$ cat config.mk
export PLATFORM = sky130hd
export DESIGN_NAME = mpcs_ctrl
export DESIGN_NICKNAME = d
export VERILOG_FILES = /design/src/mpcs_pkg.sv /design/src/mpcs_ctrl.sv
export SDC_FILE = /design/constraint.sdc
export NUM_CORES = 1
export LEC_CHECK = 0
export ABC_AREA = 0
export BUFFER_PORTS_ARGS = -buffer_cell sky130_fd_sc_hd__clkbuf_2
export CORE_MARGIN = 2
export CORE_UTILIZATION = 45
export CTS_CLUSTER_DIAMETER = 100
export DETAILED_ROUTE_END_ITERATION = 8
export PLACE_DENSITY = 0.75
export SYNTH_ARGS = -nofsm -noshare
export SYNTH_HDL_FRONTEND = slang
export SYNTH_SLANG_ARGS = --single-unit
$ cat constraint.sdc
create_clock -name clk -period 5.45 [get_ports clk]
set_input_delay 1.09 -clock clk [delete_from_list [all_inputs] [get_ports clk]]
set_output_delay 1.09 -clock clk [all_outputs]
set_load 0.01 [all_outputs]
$ cat src/mpcs_pkg.sv
package mpcs_pkg;

	localparam int ADC_BITS  = 12;
	localparam int NPHASES   = 3;
	localparam int NLANES    = 4;
	localparam int HALL_W    = 3;
	localparam int GAIN_W    = 16;
	localparam int COEF_W    = 16;
	localparam int GAIN_FRAC = 12;

	localparam int XPROD_W   = ADC_BITS + GAIN_W;
	localparam int BSUM_W    = ADC_BITS + 1;
	localparam int BPROD_W   = BSUM_W + GAIN_W;
	localparam int RAW_BUS_W = BPROD_W - GAIN_FRAC;
	localparam int Y_W       = RAW_BUS_W + GAIN_FRAC;
	localparam int DIFF_W    = Y_W + 1;
	localparam int FPROD_W   = COEF_W + 1 + DIFF_W;

	localparam int OUT_W     = 20;
	localparam int OUT_SHIFT = 8;

	localparam int TD_HALL_LSB = NPHASES * ADC_BITS;
	localparam int TD_CLR_BIT  = TD_HALL_LSB + HALL_W;
	localparam int S_TDATA_W   = 40;
	localparam int M_PAYLOAD_W = NLANES * OUT_W + NPHASES * ADC_BITS;
	localparam int M_TDATA_W   = 120;

	localparam int REG_IDX_W  = 1;
	localparam int CFG_DATA_W = 16;

	localparam logic [REG_IDX_W-1:0] REG_CURRENT_GAIN = 1'd0;
	localparam logic [REG_IDX_W-1:0] REG_FILTER_COEF  = 1'd1;

	localparam logic [GAIN_W-1:0] GAIN_RESET = 16'd27499;
	localparam logic [COEF_W-1:0] COEF_RESET = 16'd6554;

	localparam logic OP_CALIBRATE = 1'b0;
	localparam logic OP_MEASURE   = 1'b1;

	localparam logic [HALL_W-1:0] HALL_VW_LO = 3'd3;
	localparam logic [HALL_W-1:0] HALL_VW_HI = 3'd4;
	localparam logic [HALL_W-1:0] HALL_UV_LO = 3'd1;
	localparam logic [HALL_W-1:0] HALL_UV_HI = 3'd6;
	localparam logic [HALL_W-1:0] HALL_UW_LO = 3'd2;
	localparam logic [HALL_W-1:0] HALL_UW_HI = 3'd5;

	typedef enum logic [9:0] {
		ST_IDLE       = 10'b00_0000_0001,
		ST_START      = 10'b00_0000_0010,
		ST_CAL_ACC    = 10'b00_0000_0100,
		ST_CAL_DIV    = 10'b00_0000_1000,
		ST_CAL_OFS    = 10'b00_0001_0000,
		ST_MEAS_SCALE = 10'b00_0010_0000,
		ST_MEAS_BUS   = 10'b00_0100_0000,
		ST_MEAS_FILT  = 10'b00_1000_0000,
		ST_MEAS_UPD   = 10'b01_0000_0000,
		ST_OUT        = 10'b10_0000_0000
	} state_t;

	typedef struct packed {
		logic load_in;
		logic start;
		logic cal_acc;
		logic cal_div;
		logic cal_ofs;
		logic meas_scale;
		logic meas_bus;
		logic meas_filt;
		logic meas_upd;
		logic load_out;
	} cmd_t;

	typedef struct packed {
		logic op;
	} sts_t;

endpackage

$ cat src/mpcs_ctrl.sv
module mpcs_ctrl (
	input  logic           clk,
	input  logic           arst_n,
	input  logic           s_tvalid,
	output logic           s_tready,
	output logic           m_tvalid,
	input  logic           m_tready,
	input  mpcs_pkg::sts_t sts,
	output mpcs_pkg::cmd_t cmd
);
	import mpcs_pkg::*;

	state_t state_q, state_d;
	logic   out_valid_q;

	assign s_tready = (state_q == ST_IDLE);
	assign m_tvalid = out_valid_q;

	always_comb begin
		state_d     = state_q;
		cmd         = '0;
		cmd.load_in = s_tvalid && s_tready;
		case (state_q)
			ST_IDLE: begin
				if (s_tvalid) state_d = ST_START;
			end
			ST_START: begin
				cmd.start = 1'b1;
				state_d   = (sts.op == OP_MEASURE) ? ST_MEAS_SCALE : ST_CAL_ACC;
			end
			ST_CAL_ACC: begin
				cmd.cal_acc = 1'b1;
				state_d     = ST_CAL_DIV;
			end
			ST_CAL_DIV: begin
				cmd.cal_div = 1'b1;
				state_d     = ST_CAL_OFS;
			end
			ST_CAL_OFS: begin
				cmd.cal_ofs = 1'b1;
				state_d     = ST_OUT;
			end
			ST_MEAS_SCALE: begin
				cmd.meas_scale = 1'b1;
				state_d        = ST_MEAS_BUS;
			end
			ST_MEAS_BUS: begin
				cmd.meas_bus = 1'b1;
				state_d      = ST_MEAS_FILT;
			end
			ST_MEAS_FILT: begin
				cmd.meas_filt = 1'b1;
				state_d       = ST_MEAS_UPD;
			end
			ST_MEAS_UPD: begin
				cmd.meas_upd = 1'b1;
				state_d      = ST_OUT;
			end
			ST_OUT: begin
				if (!out_valid_q || m_tready) begin
					cmd.load_out = 1'b1;
					state_d      = ST_IDLE;
				end
			end
			default: begin
				state_d = ST_IDLE;
			end
		endcase
	end

	always_ff @(posedge clk or negedge arst_n) begin
		if (!arst_n) begin
			state_q     <= ST_IDLE;
			out_valid_q <= 1'b0;
		end else begin
			state_q <= state_d;
			if (cmd.load_out) out_valid_q <= 1'b1;
			else if (m_tready) out_valid_q <= 1'b0;
		end
	end

	a_accept_busy: assert property (@(posedge clk) disable iff (!arst_n)
		s_tvalid && s_tready |=> !s_tready)
		else $error("item accepted while sequencer busy");

	a_load_free: assert property (@(posedge clk) disable iff (!arst_n)
		cmd.load_out |-> (!m_tvalid || m_tready))
		else $error("output register overwritten before taken");

	a_load_valid: assert property (@(posedge clk) disable iff (!arst_n)
		cmd.load_out |=> m_tvalid)
		else $error("result loaded but not presented");

endmodule

-- Word-level counts from Yosys, hierarchy flattened
Index checks and enable logic that the tools add are counted.
- register bits after elaboration: 11
- input port bits: 5
- output and inout port bits: 12
- equality and inequality tests: 12
- mux-type cells: 16
- reductions and logical operators: 6
- operators with widths (cell ; number):
    10-bit one-hot mux with 9 select lines ; 1
    10-bit 2-to-1 mux ; 2
    1-bit 2-to-1 mux ; 12
    10-bit by 1-bit == test with 1-bit output (second input constant) ; 1
    10-bit == test (second input constant) ; 1
    10-bit by 2-bit == test with 1-bit output (second input constant) ; 1
    10-bit by 3-bit == test with 1-bit output (second input constant) ; 1
    10-bit by 4-bit == test with 1-bit output (second input constant) ; 1
    10-bit by 5-bit == test with 1-bit output (second input constant) ; 1
    10-bit by 6-bit == test with 1-bit output (second input constant) ; 1
    10-bit by 7-bit == test with 1-bit output (second input constant) ; 1
    10-bit by 8-bit == test with 1-bit output (second input constant) ; 1
    10-bit by 9-bit == test with 1-bit output (second input constant) ; 1
    6-bit 2-to-1 mux ; 1
    2-bit != test (second input constant) ; 2
    2-bit AND reduction ; 1
    2-bit nonzero test ; 1
    2-bit OR reduction ; 1
    1-bit logical AND ; 1
    1-bit zero test ; 1
    1-bit logical OR ; 1

-- Longest topological paths before layout
- depth in word-level cells: 5
- gate-level depth with buffers: 5
- mapped depth without buffers: 5

-- Worst setup path before layout
OpenSTA, ideal clock, no wires.
- path type: reg2out
- start: reg state_q[2]
- end: out cmd[5] (netlist bit)
- arrival time: 1.564 ns
- required time: 4.360 ns
- path slack: 2.796 ns
- stages on the path, launching flop included: 5
- buffers on the path: 0
- cell sequence: dfrtp_1 nor2_1 nand2_1 or2_4 nor4b_1
- RTL lines (item ; line ; RTL):
    start, declared ; mpcs_ctrl.sv:13 ; state_t state_q, state_d;
    start signal, assigned ; mpcs_ctrl.sv:76 ; state_q <= state_d;
    end, declared ; mpcs_ctrl.sv:9 ; output mpcs_pkg::cmd_t cmd

==> results.md <==
Power:
- Across the VDD grid, the largest voltage drop is 193.9 uV.
- The analysis attributes to cell leakage a power of 0.3637 nW.
- The total power density per cell area is 388.5 nW/um^2.

Yosys:
- When the netlist entered floorplanning its net count stood at 67.
- The cell area after synthesis is 624.3 sq um.
- The average instance in the mapped netlist occupies 10.07 sq um.
- Summing the sequential cell areas from Yosys gives 44.29% of the chip area.
- The post-synthesis sequential element count is 11.
- During synthesis, Yosys emitted a total of 0 warnings.
- The number of different library cells in the post-synthesis netlist is 28.
- Synthesis handed over a netlist of 62 instances.

Die:
- The core area is 1301 sq um.
- The overall die area is 1702 sq um.
- For this configuration, the core starts out at a cell density of 47.98%.
- The height of the die is 41.25 um.
- 17 I/O pins were placed.
- The floorplan has 13 rows.
- The horizontal die dimension is 41.25 um.

Drt:
- The number of antenna-violating nets in the routed design is 0.
- The overall via count from detail_route is 527.
- The number of vias per cell after detailed routing is 5.433.
- After detailed routing, the total wire length is 1.213 mm.
- After the first detailed-routing iteration, the DRC count stood at 6.
- The residual DRC count is 0.
- The number of search-and-repair iterations in the first detailed-routing pass is 3.
- The average routed wire per standard cell is 12.51 um.

Place:
- The half-perimeter wire length of the detailed placement result is 933.7 um.
- At the end of routability-driven placement, the weighted congestion stood at 0.7631.
- Input and output buffers added on the ports amount to 16.
- Once placement finished, the instance area stood at 723.2 sq um.
- The number of cells after detailed placement is 93.

STA:
- At the pin with the least slew margin, the transition time is 381.1 ps.
- The number of hold-slack violations in the final timing report is 0.
- The final critical path takes up 55.56% of the cycle.
- The count of final setup violators is 0.
- Setup repair after global routing left no endpoint under its margin.
- The worst-case headroom to the max-slew limit is 74.50%.
- Between clock sinks in the finished design, the worst skew comes to 1.206 ps.
- The routed design could run at a clock period as short as 3028 ps.
- The highest clock frequency the design can meet is 330.3 MHz.
- The number of pins with negative max-slew slack in the final report is 0.
- Adding up every negative setup slack in the final design gives 0 ps.

Run status:
- The run finished with clean final reports.

Critical path:
- STA puts the critical path data arrival time at 1940 ps.
- Walking the worst path, the cells encountered are nor2_1 > nand2_1 > or2_4 > nor4b_1 > clkbuf_2.
- The kind of capture point of the worst setup path is an output port.
- For the worst setup path, the data required time is 4360 ps.
- The slowest cell on the critical path is sky130_fd_sc_hd__dfrtp_1.
- The element type at the critical path start is a register.
- Counting both buffers and inverters, the worst setup path holds a total of 1.
- The most critical setup path has its startpoint at state_q[2].
- The maximum fanout along the worst path is 6.
- In this run the critical register-to-register path is launched from state_q[4].
- For this run, the slowest stage of the critical path takes 430 ps.
- In this design, the largest share of critical-path delay is due to simple AND/OR/NAND/NOR gates.
- The worst register-to-register path has a depth of 5.
- The type of the worst setup path is reg2out.
- The cell depth of the worst setup path is 5.

Finish:
- Counting the fill cells in the layout gives 129.
- Cells fill 57.60% of the core in the end.
- The number of cells in the finished layout apart from fillers is 97.
- The final net count is 88.
- The number of antenna repair diodes is 0.
- Summing all flip-flop and latch instances after layout gives 276.5 sq um.
- The area of the multi-input gates is 344.1 sq um.
- After routing the design area is 749.5 sq um.
- Of the cells placed in the final design, the portion with a size suffix greater than 1 is 36.59%.
- The layout overhead on the synthesized area is 20.04%.

Clock tree:
- TritonCTS built the clock tree.
- Hold repair after CTS inserted 0 buffers.
- The count of cells resized by post-cts repair is 0.
- The number of buffers between clock root and the deepest sink is 2.
- CTS built an H-tree with a depth of 1.
- The TritonCTS sink count is 11.
- The CTS clock-pin slew for the worst setup and hold paths is 70 ps.
- The buffer count from post-CTS setup fixing is 0.
- Clock tree synthesis selected as its root buffer the cell sky130_fd_sc_hd__clkbuf_4.
- At the later pin of the worst-skew pair, clock insertion delay measures 260 ps.
- Counting the buffers created by CTS gives 3.

Global route:
- The overall track demand over capacity in global routing is 16.99%.
- The aggregate global routing overflow is 0.
- The number of global-route vias before repair is 433.
- The maximum number of pins on one net before global-route repair is 12.
- The initial antenna violation count was 0.
- The first-pass GRT wire length is 1.794 mm.

Min path:
- The startpoint identified for the worst hold timing path is state_q[3].
- The worst hold path belongs to the class reg2reg.
- Counting instances, the worst hold path has a depth of 1.

Job:
- Across the run, the number of max-cap violations was 0.
-- layout by cell type (no fill, tap or decap), drive strengths merged, types with 2 or more instances in the layout --
| cell type | synthesis | layout |
|---|---|---|
| nand3b | 2 | 2 |
| nand2b | 3 | 3 |
| o21ai | 3 | 3 |
| dfrtp | 10 | 10 |
| and2 | 3 | 3 |
| clkbuf | 0 | 20 |
| nor2 | 10 | 10 |
| nor3 | 3 | 3 |
| nor3b | 6 | 6 |
| a31o | 2 | 2 |
| nand2 | 5 | 5 |
| or3 | 2 | 2 |
| nand3 | 2 | 2 |
| nor4b | 2 | 2 |
-- worst paths after layout --
path | to | slack (ps)
setup / recovery | cmd[5] | 2420
hold / removal | state_q[3] | 540
setup reg to reg | state_q[0] | 3830
hold reg to reg | state_q[3] | 540
max in group asynchronous | state_q[0] | 4490
min in group asynchronous | state_q[5] | 690
-- report_power, final --
group	internal, W	switching (W)
registers	0.0000950	0.0000170
logic	0.0000606	0.0000641
clock network	0.0000283	0.0000261
total	0.000184	0.000107
-- flip-flops by register name (all words and copies together) (netlist names) --
name / flops
state_q: 10
m_tvalid: 1
-- Yosys cell counts, drive strengths merged --
library cell	number	share of area, %
nor3b	6	9.8
dfstp	1	4.2
o31ai	1	1.2
dfrtp	10	40
a31o	2	2.8
nor4b	2	3.8
nor3	3	2.4
or3	2	2.8
nor2	10	7.2
xor2	1	1.4
nand2	5	3.0
and2b	1	1.2
nand2b	3	3.0
or3b	1	1.4
nand3	2	3.6
o21ai	3	2.4
nand3b	2	2.4
or2	1	1.4
o2bb2ai	1	1.4
inv	1	0.60
and2	3	3.0
a21oi	1	0.80
-- stage by stage --
step,hold WS [ps],setup WS [ps],total power (W)
floorplan,491.9,2796,0.0002069
global placement,517.5,2726,0.0002330
detailed placement,521.6,2691,0.0002365
CTS,532.9,2408,0.0002942
global route,588.7,2222,0.0003103
finish,535.3,2422,0.0002912
-- logic make-up (layout without fill, tap and decap cells) --
group	count (synthesis)	in the layout	share of synthesized area, %
XOR/XNOR	1	1	1.403
flip-flops	11	11	44.29
AO/OA/AOI/OAI	8	8	8.617
buffers and inverters	1	21	0.6006
AND/OR/NAND/NOR	41	41	45.09
-- layout make-up --
type | instances | share of cell area (%)
tap | 15 | 2.504
multi-input combinational | 50 | 45.91
inverter | 1 | 0.5008
sequential | 11 | 36.89
clock buffer | 4 | 3.506
timing repair buffer | 16 | 10.68
-- metal layers --
layer	vias up	wire (um)	global-route usage, %	share of wire [%]
met5	-	0	0	0
met4	0	10	12.10	0.82
met3	2	50	3.261	4.1
met2	11	643	30.47	53
met1	249	510	17.28	42
li1	265	-	-	-
No activity file was read; power rests on OpenSTA's default activity.
